===== src/rtl/core/slkp_pkg.sv =====
// ----------------------------------------------------------------------------
// slkp_pkg: shared types and codes
// Operation codes, result status codes and hash constants for the string key
// linear probe table.
// ----------------------------------------------------------------------------
`default_nettype none

package slkp_pkg;

	localparam int unsigned HashBits = 32;
	localparam logic [HashBits-1:0] HashSeed = 32'd5381;
	localparam int unsigned HashShift = 5;

	typedef enum logic [1:0] {
		FUNC_INSERT = 2'd0,
		FUNC_DELETE = 2'd1,
		FUNC_LOOKUP = 2'd2,
		FUNC_SPARE  = 2'd3
	} func_t;

	typedef enum logic [2:0] {
		STATUS_OK         = 3'd0,
		STATUS_NOT_FOUND  = 3'd1,
		STATUS_FULL       = 3'd2,
		STATUS_TOO_LONG   = 3'd3,
		STATUS_ZERO_VALUE = 3'd4
	} status_t;

	// handshake between the top level and the slot remainder unit
	typedef struct packed {
		logic start;
		logic done;
	} mod_ctl_t;

endpackage

`default_nettype wire


===== src/rtl/core/slkp_mod_unit.sv =====
// ----------------------------------------------------------------------------
// slkp_mod_unit: hash to home slot
// Remainder of the 32-bit hash by the table size through a rounded-up reciprocal
// multiply; the hash, the product and the remainder are registered in turn, and done marks the remainder ready.
// ----------------------------------------------------------------------------
`default_nettype none

module slkp_mod_unit #(
	parameter int unsigned DIVISOR = 256,
	localparam int unsigned SlotBits = (DIVISOR > 1) ? $clog2(DIVISOR) : 1
) (
	input  wire logic                                 clk,
	input  wire logic                                 arst_n,
	input  wire logic                                 start,
	input  wire logic [slkp_pkg::HashBits-1:0]        dividend,
	output slkp_pkg::mod_ctl_t                        ctl,
	output logic      [SlotBits-1:0]                  remainder
);

	localparam int unsigned ShiftBits = $clog2(DIVISOR);
	localparam int unsigned ProdBits  = 2 * slkp_pkg::HashBits + 1;
	localparam int unsigned QuoBits   = slkp_pkg::HashBits + 1;
	// ceil(2^(32+L) / DIVISOR) lies in [2^32, 2^33); keep the part above 2^32
	localparam longint unsigned RecipFull =
		((64'd1 << (slkp_pkg::HashBits + ShiftBits)) + 64'(DIVISOR) - 64'd1) /
		64'(DIVISOR);
	localparam logic [31:0] RecipLo = 32'(RecipFull - (64'd1 << slkp_pkg::HashBits));

	logic [slkp_pkg::HashBits-1:0] num_q;
	logic                          vld_s1;
	logic                          vld_s2;
	logic [ProdBits-1:0]           prod_s2;
	logic                          done_q;
	logic [SlotBits-1:0]           rem_q;
	logic [ProdBits-1:0]           prod_nx;
	logic [QuoBits-1:0]            quo;
	logic [63:0]                   back;

	// hash times reciprocal: h * 2^32 + h * low part
	assign prod_nx = {1'b0, num_q, 32'd0} + {1'b0, 64'(num_q) * 64'(RecipLo)};
	assign quo     = QuoBits'(prod_s2 >> (slkp_pkg::HashBits + ShiftBits));
	assign back    = 64'(num_q) - 64'(quo) * 64'(DIVISOR);

	// advance the stage flags
	always_ff @(posedge clk or negedge arst_n) begin
		if (!arst_n) begin
			vld_s1 <= 1'b0;
			vld_s2 <= 1'b0;
			done_q <= 1'b0;
		end else begin
			vld_s1 <= start;
			vld_s2 <= vld_s1;
			done_q <= vld_s2;
		end
	end

	// datapath: hold the hash, multiply, then subtract quotient times divisor
	always_ff @(posedge clk) begin
		if (start) begin
			num_q <= dividend;
		end
		if (vld_s1) begin
			prod_s2 <= prod_nx;
		end
		if (vld_s2) begin
			rem_q <= back[SlotBits-1:0];
		end
	end

	assign ctl.start  = vld_s1 || vld_s2;
	assign ctl.done   = done_q;
	assign remainder  = rem_q;

endmodule

`default_nettype wire


===== config.mk =====
export PLATFORM = sky130hd
export DESIGN_NAME = slkp_mod_unit
export DESIGN_NICKNAME = d
export VERILOG_FILES = /design/src/rtl/core/slkp_pkg.sv /design/src/rtl/core/slkp_mod_unit.sv
export SDC_FILE = /design/constraint.sdc
export NUM_CORES = 1
export LEC_CHECK = 0
export BUFFER_PORTS_ARGS = -buffer_cell sky130_fd_sc_hd__buf_2
export CORE_MARGIN = 5
export CORE_UTILIZATION = 35
export CTS_BUF_LIST = sky130_fd_sc_hd__clkbuf_4 sky130_fd_sc_hd__clkbuf_8
export DETAILED_ROUTE_END_ITERATION = 10
export PLACE_DENSITY = 0.8
export SLEW_MARGIN = 0
export SYNTH_ARGS = -nofsm -noshare
export SYNTH_HDL_FRONTEND = slang
export SYNTH_SLANG_ARGS = --single-unit

===== constraint.sdc =====
create_clock -name clk -period 0.8 [get_ports clk]
set_clock_uncertainty 0.1 [all_clocks]
set_input_delay 0.04 -clock clk [delete_from_list [all_inputs] [get_ports clk]]
set_output_delay 0.04 -clock clk [all_outputs]
set_load 0.05 [all_outputs]

# After elaboration in Yosys (flattened, before gate mapping)
# Cells that the tools add are included.
dict set report word_totals {
  in_bits 35
  reg_bits 19
  wordCells 7
  output_inout_bits 10
}
dict set report op_classes {
  reduce_logical 1
  n_addsub 1
}
# cell n
set op_table {}
lappend op_table {{$sub 8x1->8 const B} 1}
lappend op_table {{$logic_or 1x1->1} 1}

# Longest topological paths before layout
dict set report depth {
  depth_word 1
  mapped_depth 1
  mapped_depth_nobuf 1
}

# Least setup slack after synthesis
# OpenSTA, ideal clock, no wires.
dict set report synth_path {
  path_kind {register to output}
  start {register vld_s2}
  end {output port ctl[1] in the netlist's numbering}
  stages_incl_launch_ff 2
  path_slack_ns -0.260
  t_arrival_ns 0.920
  cell_sequence {dfrtp_1 -> or2_1}
}
# item line_no
set synth_rtl {}
lappend synth_rtl {{start: declaration} slkp_mod_unit.sv:31} ;# logic vld_s2;
lappend synth_rtl {{start signal: assignment} slkp_mod_unit.sv:52} ;# vld_s2 <= vld_s1;
lappend synth_rtl {{end: declaration} slkp_mod_unit.sv:16} ;# output slkp_pkg::mod_ctl_t ctl,

==> flow_metrics.tcl <==
set metrics [dict create \
    synth_mux_area_frac 0 \
    startpoint "vld_s2$_DFF_PN0_" \
    synth_fa_ha_area_frac 0 \
    grt_pass1_wl_mm 1.400 \
    clock_latency_ns 0.28 \
    grt_pass1_vias 323 \
    p_sw_frac 0.2182 \
    cts-root-buf "clkbuf_4" \
    critPathKind "flop to primary output" \
    synth_cells 21 \
    final_layout_size_suffix_gt1_frac 0.5179 \
    finalHoldViolCount 7 \
    synth_xor_area_frac 0 \
    maxCapViolations 0 \
    slew_violations 0 \
    finalPower_uw 1921 \
    die_area_sq_mm 0.002533 \
    p_switching_uw 419.3 \
    holdBufCountCts 9 \
    hold_depth 1 \
    design.core.area_sq_mm 0.001524 \
    fin_crit_sh 1.526 \
    cts_made_buffers 3 \
    area_delta_synth_final_pct 58.46 \
    drtIter0Drc 0 \
    slew_headroom 0.8823 \
    fin_crit_ns 1.221 \
    worstHoldPathType "input port to flop" \
    ys_seq_area_frac 0.9758 \
    die-height_um 50.33 \
    syn_avg_cell_area_sq_um 27.11 \
    cpMaxStageDelayCell "dfrtp_2" \
    die_x_um 50.33 \
    leakagePower_uw 0.0003678 \
    yosys_warnings 0 \
    layout_common_cells "edfxtp_1, buf_6, buf_2" \
    gr-total-overflow 0 \
    power_frac_seq 0.612 \
    worst_pin_slew_ns 0.1765 \
    yosysTopAreaCellShare 0.8440 \
    htree_levels 1 \
    diodes 0 \
    fin_nets 92 \
    grt_setup_unrepaired "true" \
    nFillCells 113 \
    drtPass1Iterations 1 \
    cts_buffer_depth 2 \
    violations "hold timing, setup timing" \
    synth_compound_area_frac 0 \
    min_from "start" \
    ir_drop_uv 1289 \
    setup_tns_ns -3.384 \
    r2r_setup_slack_ns -0.18 \
    cts_tree "yes" \
    vias 289 \
    viasPerCell 4.014 \
    cts.sinks 19 \
    syn_nets 56 \
    wl_um 797 \
    antenna_found_initial 0 \
    setup_viol 19 \
    endpoint_kind "primary output" \
    place_congestion 0.5825 \
    p_int_uw 1502 \
    synthSimpleGateAreaFrac 0.01099 \
    yosysUniqueCellTypes 4 \
    yosys.area.top_type "edfxtp_1" \
    cp-start-kind "flop" \
    grt_max_degree 11 \
    final_common_cell "edfxtp_1" \
    antenna_left 0 \
    yosys_register_bits 19 \
    critical-path-max-stage-delay_ns 0.42 \
    cp_cell_sequence "or2_4 -> buf_6" \
    rr_endpoint "remainder[1]$_DFFE_PP_" \
    comb_power_share 0.145 \
    grt_usage 0.07398 \
    critPathMaxFanout 2 \
    io_pins 45 \
    synthTopCellsByArea "edfxtp_1, dfrtp_1, buf_4" \
    powerDensity_mw_per_mm2 2130 \
    initial_core_util 0.3736 \
    synth_top_family_by_area "buffers and inverters" \
    synthesis.area_sq_um 569.3 \
    pwr-share-clk 0.244 \
    timing.rr.start "vld_s2$_DFF_PN0_" \
    rows 14 \
    fmax_ghz 0.8192 \
    drc 0 \
    status "finished, violations left" \
    io_buffers 20 \
    holdWs_ns -0.1268 \
    worstPathRequired_ns 0.66 \
    clkTransAtPathRegs_ns 0.09 \
    endpoint "ctl[1]" \
    arrival_ns 1.08 \
    r2r.worst_path.cells 2 \
    layout_setup_ws_ns -0.4207 \
    wl_per_cell_um 11.07 \
]
[sequential cells by signal (all words and copies together), names as in the netlist]
signal and cells:
remainder 8, num_q 8, vld_s2 1, done_q 1
vld_s1 1
[synthesized netlist by cell type (all sizes together)]
cell type  count
edfxtp        16
dfrtp          3
or2            1
buf            1
[cell type report]
cell class | instances | area, sq um | area share
repair buffers | 32 | 286.5 | 0.3176
clock buffers | 4 | 30.03 | 0.03329
multi-input cells | 1 | 8.758 | 0.009709
well taps | 16 | 20.02 | 0.02219
flip-flops and latches | 19 | 556.8 | 0.6172
[kinds of logic (layout without fill, tap and decap cells)]
kind of cell / after synthesis / in the layout
buffers and inverters: 1 / 36
DFF: 19 / 19
and+or+nand+nor: 1 / 1
[stage by stage]
step                      utilization  area (sq um)  std cells  setup slack, ns
after CTS                      0.5895         898.4         72          -0.4148
after global placement         0.4548         693.2         57          -0.1375
after global routing           0.5920         902.1         72          -0.4617
after floorplan                     -         573.1         21          -0.1060
after detailed placement       0.4548         693.2         57          -0.1424
final                          0.5920         902.1         72          -0.4207
[critical path, delay by kind of cell (launching register included)]
kind,cells,cell delay (ns)
flops,1,0.42
simple gates,1,0.23
buf+inv,1,0.15
[power groups by stage]
| stage | clock (uW) | sequential (uW) | combinational [uW] |
|---|---|---|---|
| 3_5_place_dp | 0 | 1190 | 194 |
| 3_3_place_gp | 0 | 1190 | 193 |
| 4_1_cts | 483 | 1180 | 277 |
| 6_report | 468 | 1180 | 278 |
| 2_1_floorplan | 0 | 1290 | 27.1 |
| 5_1_grt | 550 | 1180 | 293 |
[layer usage]
layer  vias up  track usage  part of all wire
met5         -            0                 0
met2        18       0.1172              0.50
met1       121      0.07457              0.34
met3         2      0.03846              0.15
met4         0      0.05106             0.021
li1        148            -                 -
[how the worst min path moves through the flow]
stage,end
3_3_place_gp,done_q$_DFF_PN0_
2_1_floorplan,done_q$_DFF_PN0_
4_1_cts,vld_s1$_DFF_PN0_
6_report,vld_s1$_DFF_PN0_
3_5_place_dp,done_q$_DFF_PN0_
5_1_grt,vld_s1$_DFF_PN0_
[repair_timing]
action / in CTS / in global routing
gates cloned: 1 / 0
buffers inserted: 1 / 1
endpoints found under the setup margin: 18 / 19
resized for setup: 22 / 1
endpoints found under the hold margin: 20 / 12
No activity file was read; power rests on OpenSTA's default activity.
