**src/rtl/core/slkp_ram.sv**
```systemverilog
// ----------------------------------------------------------------------------
// slkp_ram: generic simple dual port RAM
// One write port, one read port, read data registered.
// ----------------------------------------------------------------------------
`default_nettype none

module slkp_ram #(
	parameter int unsigned WIDTH = 8,
	parameter int unsigned DEPTH = 32,
	localparam int unsigned AddrBits = (DEPTH > 1) ? $clog2(DEPTH) : 1
) (
	input  wire logic                   clk,
	input  wire logic                   we,
	input  wire logic [AddrBits-1:0]    waddr,
	input  wire logic [WIDTH-1:0]       wdata,
	input  wire logic                   re,
	input  wire logic [AddrBits-1:0]    raddr,
	output logic      [WIDTH-1:0]       rdata
);

	logic [WIDTH-1:0] mem_q [DEPTH];

	// write and registered read
	always_ff @(posedge clk) begin
		if (we) begin
			mem_q[waddr] <= wdata;
		end
		if (re) begin
			rdata <= mem_q[raddr];
		end
	end

endmodule

`default_nettype wire

```
**config.mk**
```make
export PLATFORM = sky130hd
export DESIGN_NAME = slkp_ram
export DESIGN_NICKNAME = d
export VERILOG_FILES = /design/src/rtl/core/slkp_ram.sv
export SDC_FILE = /design/constraint.sdc
export NUM_CORES = 1
export LEC_CHECK = 0
export BUFFER_PORTS_ARGS = -buffer_cell sky130_fd_sc_hd__buf_2
export CORE_MARGIN = 2
export CORE_UTILIZATION = 63
export DETAILED_ROUTE_END_ITERATION = 6
export GPL_ROUTABILITY_DRIVEN = 0
export GPL_TIMING_DRIVEN = 0
export PLACE_DENSITY = 0.8
export SLEW_MARGIN = 20
export SYNTH_ARGS = -nofsm -noshare
export SYNTH_HDL_FRONTEND = slang
export SYNTH_SLANG_ARGS = --single-unit
```
**constraint.sdc**
```tcl
create_clock -name clk -period 3.4 [get_ports clk]
set_clock_uncertainty 0.1 [all_clocks]
set_input_delay 0.17 -clock clk [delete_from_list [all_inputs] [get_ports clk]]
set_output_delay 0.17 -clock clk [all_outputs]
set_load 0.01 [all_outputs]
```
* Yosys cells after proc, flatten, opt, wreduce, memory -nomap -nowiden *
Memory sizes are Yosys's and may differ from the RTL's. A register that Yosys moved wholly into a read port is not among the register bits.
Cells that the tools add are included.
Widths: inputs -> output; s select.

cells by class
  muxes and demuxes = 2

operators by type and width
  kind    count
  $mux 1  2

storage, ports and cells
  flip-flop bits (word level) = 0
  memory bits (writable) = 256
  output and inout bits = 8
  word-level logic and storage cells = 3
  memories kept = 1

memories
  memory  words  bits a word  rd ports  clocked after Yosys merged registers in  write ports  line  text
  mem_q   32     8            1         1                                        1            21    logic [WIDTH-1:0] mem_q [DEPTH];

* Depth between registers and ports, before layout *
Gate-level depths: netlist (run 1).

  depth in word-level cells = 2
  gate-level depth with buffers = 5

* Worst setup path before layout (run 1) *
Ideal clock, no wire load.

  kind = in2reg
  from = input port raddr[2]
  to = register rdata[0] (read register of mem_q), data pin
  library setup time = 0.260 ns
  arrival = 1.852 ns
  required time = 3.040 ns
  slack = 1.188 ns
  stages on the path = 5
  path buffers = 2
  cell sequence = clkbuf_1 clkbuf_1 mux4_2 mux4_2 mux2_2

RTL lines
  item             line  text
  start, declared  17    input wire logic [AddrBits-1:0] raddr,
  end, declared    18    output logic [WIDTH-1:0] rdata

==> results of run 1 <==
what timing repair did:
action / CTS / global route
buffers inserted: 0 / 0
endpoints found under the setup margin: 0 / 0
endpoints found under the hold margin: 8 / 0
hold buffers: 1 / 0
worst min-delay path by stage:
stage | from | end | slack [ns]
after floorplan | wdata[0] | mem_q[0][0] | 0.17
after global placement | re | rdata[1] | 0.39
after detailed placement | re | rdata[7] | 0.41
after CTS | wdata[5] | mem_q[7][5] | 0.07
after global routing | wdata[5] | mem_q[21][5] | 0.11
final | wdata[5] | mem_q[21][5] | 0.09
critical path, delay by kind of cell:
family | cells | cell delay [ns]
mux | 3 | 1.28
buf+inv | 2 | 1.11
logic make-up (layout without fill, tap and decap cells):
group         after synthesis  count (layout)  synth area share, %
flops                     264             264                78.23
mux                        88              88                18.67
simple gates               45              45                2.050
buf+inv                    20              87                1.049
layer usage:
layer | vias to the layer above | wire (um) | GRT usage, %
li1 | 1884 | - | -
met1 | 2464 | 8158 | 38.86
met2 | 244 | 9476 | 37.71
met3 | 42 | 1681 | 4.601
met4 | 0 | 604 | 8.385
met5 | - | 0 | 0
sequential cells by signal (all words and copies together), names as in the netlist:
register,flops
mem_q,256
rdata,8
power by group through the flow:
| stage | combinational (mW) | clock [mW] | sequential (mW) |
|---|---|---|---|
| after global routing | 0.364 | 2.86 | 3.65 |
| after detailed placement | 0.338 | 0 | 3.71 |
| after global placement | 0.323 | 0 | 3.71 |
| after floorplan | 0.193 | 0 | 3.71 |
| after CTS | 0.341 | 2.74 | 3.64 |
| final | 0.340 | 2.71 | 3.64 |
cell usage after synthesis (all sizes together):
library cell | count | area (um^2)
or3b | 3 | 26.28
nand3b | 5 | 37.54
nand2 | 1 | 3.750
nor2 | 33 | 123.9
clkbuf | 6 | 22.52
mux4 | 80 | 1802
nand3 | 2 | 10.01
edfxtp | 264 | 7928
buf | 14 | 83.82
or3 | 1 | 6.260
mux2 | 8 | 90.09
through the flow:
step,instance area (um^2),setup slack [ns],power [mW]
after floorplan,10130,1.188,3.908
after global placement,10520,0.5960,4.031
after detailed placement,10520,0.5488,4.051
after CTS,11320,1.037,6.727
after global routing,11320,0.9785,6.865
final,11320,0.9929,6.692
area by class of cell:
cell class / instances / area (um^2)
repair buffers: 24 / 125.1
fillers: 883 / 4509
flip-flops and latches: 264 / 7928
well taps: 216 / 270.3
multi-input cells: 133 / 2100
plain buffers: 20 / 106.4
clock buffers: 28 / 636.9
clock inverters: 15 / 152.6
==> flow_summary.ini, run 1 <==
[status]
status = finished clean

[synthesis]
synth-seq-cells = 264
ys_warn_count = 0
yosysSeqAreaShare_pct = 78.23
synth_area_um2 = 10130
synth_nets = 438
ys_types = 14
synth.avg_cell_area_um2 = 24.30
syn_inst = 417

[cts]
cts_root_buf = clkbuf_16
clk_pin_slew_ns = 0.06
clock-sinks = 264
cts_htree_levels = 1
clock_path_buffers = 3
cts_resized = 0
numCtsBuffers = 25
insertion_delay_ns = 0.51
cts_tree = done

[timing]
fin_crit_ns = 2.407
timing.hold.ws_ns = 0.09215
final-setup-viol-count = 0
timing.slew.headroom_pct = 40.74
maxSlewViolCount = 0
fmax_mhz = 415.4
setup_tns_ns = 0
post-route-period-util_pct = 70.80
rsz0062_at_grt = no
tightestPinTransition_ns = 0.8856
hold_viol = 0

[power]
pwr-share-seq_pct = 54.4
ir_drop_mv = 0.4411
p_leak_nw = 3.509
switching_power_mw = 1.343
p_per_area_nw_per_um2 = 591.3
p_int_mw = 5.349
netSwitchingFraction_pct = 20.06
combPwrFrac_pct = 5.1
pwr-share-clk_pct = 40.5

[global_route]
antenna_found_initial = 0
grt-ovfl-total = 0
grt_start_max_net_pins = 33
grt_pass1_vias = 4644
track_usage_pct = 25.15
grt_pass1_wl_um = 30210

[finish]
drive_gt1_share_pct = 32.23
final_common_cell = edfxtp_1
antenna_cells = 0
nets = 489
utilization_pct = 71.51
final_cell_mix = 264 x edfxtp_1, 80 x mux4_2, 33 x nor2_1
final_cells = 700
syn2layout_area_growth_pct = 11.69

[run]
max-cap-violations = 0

[detailed_routing]
dr.pass1.iters = 5
drt_wl_total_um = 19920
antenna_left = 0
drc = 0
viasPerCell = 6.620
vias = 4634
drtIter0Drc = 639
wl_per_cell_um = 28.46

[worst_setup_path]
crit_chain = clkbuf_1, clkbuf_1, mux4_2, mux4_2, mux2_2
timing.rr.start = mem_q[2][4]
max_stage_delay_ns = 0.63
crit_fanout = 10
crit_required_ns = 3.56
worstPathArrival_ns = 2.57
reg2reg_slack_ns = 1.30
rr_worst_depth = 3
cp-endpoint = rdata[3]
end_kind = register
cp_slowest_cell = clkbuf_1
cp-start-kind = primary input
r2r-end = rdata[4]
crit_type = in2reg
startpoint = raddr[2]

[hold_path]
whs_path_depth = 1
hold_path.class = in2reg

[place]
dp_hpwl_um = 12500
dp_cells = 656
port_buffers = 23

[die]
io_pins = 29
core_area_um2 = 15830
start_util_pct = 64.02
dieArea_um2 = 17120
row_count = 46
fp.dieH_um = 130.8
die-width_um = 130.8
(Power assumes the default switching activity.)
==> run 2: changes to the inputs <==
--- a/config.mk
+++ b/config.mk
@@ -7,11 +7,11 @@
 export LEC_CHECK = 0
 export BUFFER_PORTS_ARGS = -buffer_cell sky130_fd_sc_hd__buf_2
 export CORE_MARGIN = 2
-export CORE_UTILIZATION = 63
+export CORE_UTILIZATION = 55
 export DETAILED_ROUTE_END_ITERATION = 6
 export GPL_ROUTABILITY_DRIVEN = 0
 export GPL_TIMING_DRIVEN = 0
-export PLACE_DENSITY = 0.8
+export PLACE_DENSITY = 0.75
 export SLEW_MARGIN = 20
 export SYNTH_ARGS = -nofsm -noshare
 export SYNTH_HDL_FRONTEND = slang
==> constraint.sdc (replaced) <==
create_clock -name clk -period 2.2 [get_ports clk]
set_clock_uncertainty 0.1 [all_clocks]
set_input_delay 0.11 -clock clk [delete_from_list [all_inputs] [get_ports clk]]
set_output_delay 0.11 -clock clk [all_outputs]
set_load 0.01 [all_outputs]
==> run 2 against run 1 <==
Clock-buffer cell count up 3. Hold slack worse by 0.063 ns. First-iteration DRC count down 22%. Clock power up 50%. Flip-flop and latch count unchanged. Largest cell class unchanged. Worst setup slack worse by 0.87 ns. Sequential share of layout area unchanged. Power up 53%. Utilization down 8.7 points. Die area up 14%. Via count down 2.6%.
==> flow_summary.ini, run 2 (synthesis gave the netlist of run 1 again) <==
[status]
status = finished clean

[finish]
largest_reg_flops = 256
nFillCells = 1199
final_cell_mix = 264 x edfxtp_1, 80 x mux4_2, 33 x nor2_1
fin_area_um2 = 11320
multi_input_area_um2 = 2100
ff_latch_area_um2 = 7928
final_common_cell = edfxtp_1
antenna_cells = 0
top_regs = mem_q x256, rdata x8
drive_gt1_share_pct = 33.82
syn2layout_area_growth_pct = 11.69
largest_register = mem_q
nets = 490

[place]
dp_hpwl_um = 12340
pre_cts_slack_ns = -0.6699
port_buffers = 23
placed_area_um2 = 10540

[timing]
setup_slack_ns = 0.1245
post-route-period-util_pct = 94.34
maxSlewViolCount = 0
fin_crit_ns = 2.075
tightestPinTransition_ns = 0.8556
rsz0062_at_grt = no
fmax_mhz = 481.8
hold_viol = 0
timing.slew.headroom_pct = 42.75
final-setup-viol-count = 0

[detailed_routing]
drt_wl_total_um = 19920
drc = 0
wl_per_cell_um = 28.02
viasPerCell = 6.347
dr.pass1.iters = 5
drtIter0Drc = 498
vias = 4513
antenna_left = 0

[global_route]
antenna_found_initial = 0
track_usage_pct = 21.18
grt_pass1_wl_um = 30140
grt-ovfl-total = 0
grt_pass1_vias = 4739
grt_start_max_net_pins = 33

[cts]
insertion_delay_ns = 0.52
clk_pin_slew_ns = 0.06
numCtsBuffers = 26
clock-sinks = 264
clock_path_buffers = 3
post_cts_buffers = 0
cts_tree = done
cts_root_buf = clkbuf_16
cts_htree_levels = 1

[die]
dieArea_um2 = 19530
fp.dieH_um = 139.7
start_util_pct = 56.22
io_pins = 29
core_area_um2 = 18020
row_count = 49
die-width_um = 139.7

[worst_setup_path]
max_stage_delay_ns = 0.53
crit_chain = mux4_2, mux4_2, mux2_2
crit_required_ns = 2.37
crit_type = reg2reg
crit_path_frequent_cell = mux4_2
cp_slowest_cell = mux4_2
cp_top_family = multiplexers
cp-start-kind = register
worstPathArrival_ns = 2.25
critPathBufInv = 0
end_kind = register
reg2reg_slack_ns = 0.12
crit_fanout = 1

[power]
combPwrFrac_pct = 5.1
p_per_area_nw_per_um2 = 903.3
ir_drop_mv = 0.7540
p_leak_nw = 3.521
switching_power_mw = 2.058
netSwitchingFraction_pct = 20.13
pwr-share-clk_pct = 39.8
pwr-share-seq_pct = 55.1
p_int_mw = 8.166
power_mw = 10.22

[run]
max-cap-violations = 0

[hold_path]
hold_path.class = in2reg
[run 2: changes by cell type in the layout (fill, tap and decap cells not counted), moves of 2 or more]
cell / before / now
buf_1: 6 / 3
clkinv_2: 3 / 6
clkinv_1: 6 / 2
clkbuf_1: 9 / 7
buf_2: 24 / 26
clkbuf_16: 25 / 27
bufinv_16: 3 / 1
clkbuf_2: 0 / 4
[run 2: stage by stage]
stage / setup TNS (ns) / hold slack, ns / instances / util [%]
6_report: 0 / 0.02904 / 711 / 62.79
5_1_grt: 0 / 0.04652 / 711 / 62.79
3_5_place_dp: -5.118 / 0.3862 / 669 / 58.45
4_1_cts: 0 / 0.01944 / 711 / 62.78
2_1_floorplan: 0 / 0.1089 / 417 / -
3_3_place_gp: -4.808 / 0.3764 / 669 / 58.45
[run 2: worst paths after layout]
check             cells after the start    startpoint      endpoint
setup / recovery                      3  mem_q[29][3]      rdata[3]
hold / removal                        1      wdata[6]  mem_q[17][6]
setup reg to reg                      3  mem_q[29][3]      rdata[3]
hold reg to reg                       3   mem_q[1][0]      rdata[0]
[run 2: power groups by stage]
| stage | Clock [mW] | Combinational, mW | Sequential, mW |
|---|---|---|---|
| 3_3_place_gp | 0 | 0.506 | 5.73 |
| 4_1_cts | 4.12 | 0.531 | 5.63 |
| 2_1_floorplan | 0 | 0.298 | 5.74 |
| 6_report | 4.07 | 0.526 | 5.63 |
| 3_5_place_dp | 0 | 0.524 | 5.74 |
| 5_1_grt | 4.30 | 0.560 | 5.64 |
[run 2: layer usage]
metal	global-route usage (%)	wire [um]
met1	30.89	7894
met2	33.63	9837
met3	3.648	1658
met4	6.579	529
met5	0	0
[run 2: cell type report]
type | instances | area share (%)
Buffer | 20 | 1.006
Clock buffer | 31 | 6.102
Clock inverter | 10 | 0.6633
Multi-Input combinational cell | 133 | 18.55
Sequential cell | 264 | 70.04
Tap cell | 229 | 2.531
Timing Repair Buffer | 24 | 1.105
[run 2: worst reg2reg max path: stages (launching register included)]
cell and delay [ns]:
edfxtp_1 0.37, mux4_2 0.53, mux4_2 0.53, mux2_2 0.30
[run 2: what timing repair did]
item	CTS	global route
gates resized for setup	4	3
hold endpoints to repair	8	0
endpoints found under the setup margin	8	3
hold buffers	1	0
==> run 3: changes to the inputs <==
--- a/config.mk
+++ b/config.mk
@@ -7,11 +7,12 @@
 export LEC_CHECK = 0
 export BUFFER_PORTS_ARGS = -buffer_cell sky130_fd_sc_hd__buf_2
 export CORE_MARGIN = 2
-export CORE_UTILIZATION = 55
+export CORE_UTILIZATION = 52
 export DETAILED_ROUTE_END_ITERATION = 6
 export GPL_ROUTABILITY_DRIVEN = 0
 export GPL_TIMING_DRIVEN = 0
-export PLACE_DENSITY = 0.75
+export PLACE_DENSITY = 0.71
+export SETUP_SLACK_MARGIN = 0.1
 export SLEW_MARGIN = 20
 export SYNTH_ARGS = -nofsm -noshare
 export SYNTH_HDL_FRONTEND = slang
==> run 3 against run 2 <==
Fmax up 0.83%. Combinational power about the same. Global-route usage down 1.9 points. Clock power about the same. First-iteration DRC count down 25%. Critical path depth unchanged. Non-clock buffer count up 1. Final area up 0.64%. Flip-flop and latch count unchanged. Utilization down 3.7 points. Highest routed layer unchanged.
==> flow_summary.ini, run 3 (synthesis gave the netlist of run 1 again) <==
[worst_setup_path]
timing.rr.start = mem_q[25][0]
cp-start-kind = register
crit_required_ns = 2.37
cp_slowest_cell = mux4_2
startpoint = mem_q[25][0]
end_kind = register
reg2reg_slack_ns = 0.14
crit_type = reg2reg
crit_fanout = 1
crit_chain = mux4_2, mux4_2, mux2_2
max_stage_delay_ns = 0.51
worstPathArrival_ns = 2.22
crit_path_frequent_cell = mux4_2

[cts]
clock_path_buffers = 3
cts_tree = done
numCtsBuffers = 27
cts_root_buf = clkbuf_16
insertion_delay_ns = 0.52
cts_htree_levels = 1
post_cts_buffers = 0
clk_pin_slew_ns = 0.06
cts_resized = 0
clock-sinks = 264
cts_hold_buf = 2

[finish]
top_regs = mem_q x256, rdata x8
antenna_cells = 0
nFillCells = 1398
multi_input_area_um2 = 2100
largest_reg_flops = 256
syn2layout_area_growth_pct = 12.41
largest_register = mem_q
nets = 492
drive_gt1_share_pct = 32.99
ff_latch_area_um2 = 7928
fin_area_um2 = 11390
final_common_cell = edfxtp_1
final_cell_mix = 264 x edfxtp_1, 80 x mux4_2, 33 x nor2_1

[die]
die-width_um = 143.6
io_pins = 29
start_util_pct = 52.58
row_count = 51
fp.dieH_um = 143.6
dieArea_um2 = 20620
core_area_um2 = 19270

[timing]
rsz0062_at_grt = no
post-route-period-util_pct = 93.56
fin_crit_ns = 2.058
timing.slew.headroom_pct = 44.55
maxSlewViolCount = 0
fmax_mhz = 485.8
final-setup-viol-count = 0
setup_tns_ns = 0
hold_viol = 0
tightestPinTransition_ns = 0.8318

[detailed_routing]
drtIter0Drc = 374
dr.pass1.iters = 5
drc = 0
antenna_left = 0
viasPerCell = 5.928
vias = 4464
drt_wl_total_um = 18950
wl_per_cell_um = 25.17

[power]
p_per_area_nw_per_um2 = 896.9
p_leak_nw = 3.532
ir_drop_mv = 0.5938
power_mw = 10.22

[place]
dp_hpwl_um = 12330
placed_area_um2 = 10590
port_buffers = 23

[global_route]
grt-ovfl-total = 0
antenna_found_initial = 0
grt_pass1_vias = 4607
grt_start_max_net_pins = 33
track_usage_pct = 19.26
grt_pass1_wl_um = 28420

[hold_path]
min-delay-start = wdata[7]
hold_path.class = in2reg

[run]
max-cap-violations = 0

[status]
status = finished clean
run 3: cell types whose count changed in the layout (fill, tap and decap cells not counted), sizes merged:
cell / delta
clkinv: +4
inv: +1
buf: +1
clkinvlp: -1
dlygate4sd3: +1
run 3: final timing paths:
| check | to | cells after the start |
|---|---|---|
| worst max register to register | rdata[0] | 3 |
| worst min register to register | rdata[4] | 3 |
| worst max-delay path | rdata[0] | 3 |
| worst min-delay path | mem_q[5][7] | 1 |
run 3: routing by layer:
| metal | vias up | part of all wire, % | global-route usage [%] |
|---|---|---|---|
| met4 | 0 | 2.2 | 5.366 |
| li1 | 1893 | - | - |
| met1 | 2336 | 43 | 28.77 |
| met2 | 203 | 48 | 30.10 |
| met5 | - | 0 | 0 |
| met3 | 32 | 7.3 | 3.232 |
run 3: per-stage QoR:
step,util [%],hold WS [ns],instances,setup WS (ns)
CTS,59.11,0.01574,753,0.1210
global placement,54.94,0.3338,705,-0.3519
floorplan,-,0.1089,417,0.1651
global route,59.11,0.04590,753,0.1121
finish,59.11,0.03655,753,0.1417
detailed placement,54.94,0.3549,705,-0.3685
run 3: layout make-up:
cell class	instances	area share, %
Sequential cell	264	69.60
Multi-Input combinational cell	133	18.43
Clock buffer	32	6.096
Tap cell	265	2.911
Timing Repair Buffer	25	1.186
Buffer	20	0.9996
Clock inverter	14	0.7799
run 3: power breakdown:
part / total [mW] / internal [mW] / switching, mW
Clock: 4.06 / 2.34 / 1.72
Sequential: 5.63 / 5.62 / 0.0153
Combinational: 0.523 / 0.227 / 0.296
Total: 10.2 / 8.19 / 2.03
run 3: worst max-delay path, delay by kind of cell, from the launching register on:
| kind | cells | cell delay (ns) |
|---|---|---|
| flops | 1 | 0.38 |
| mux | 3 | 1.33 |
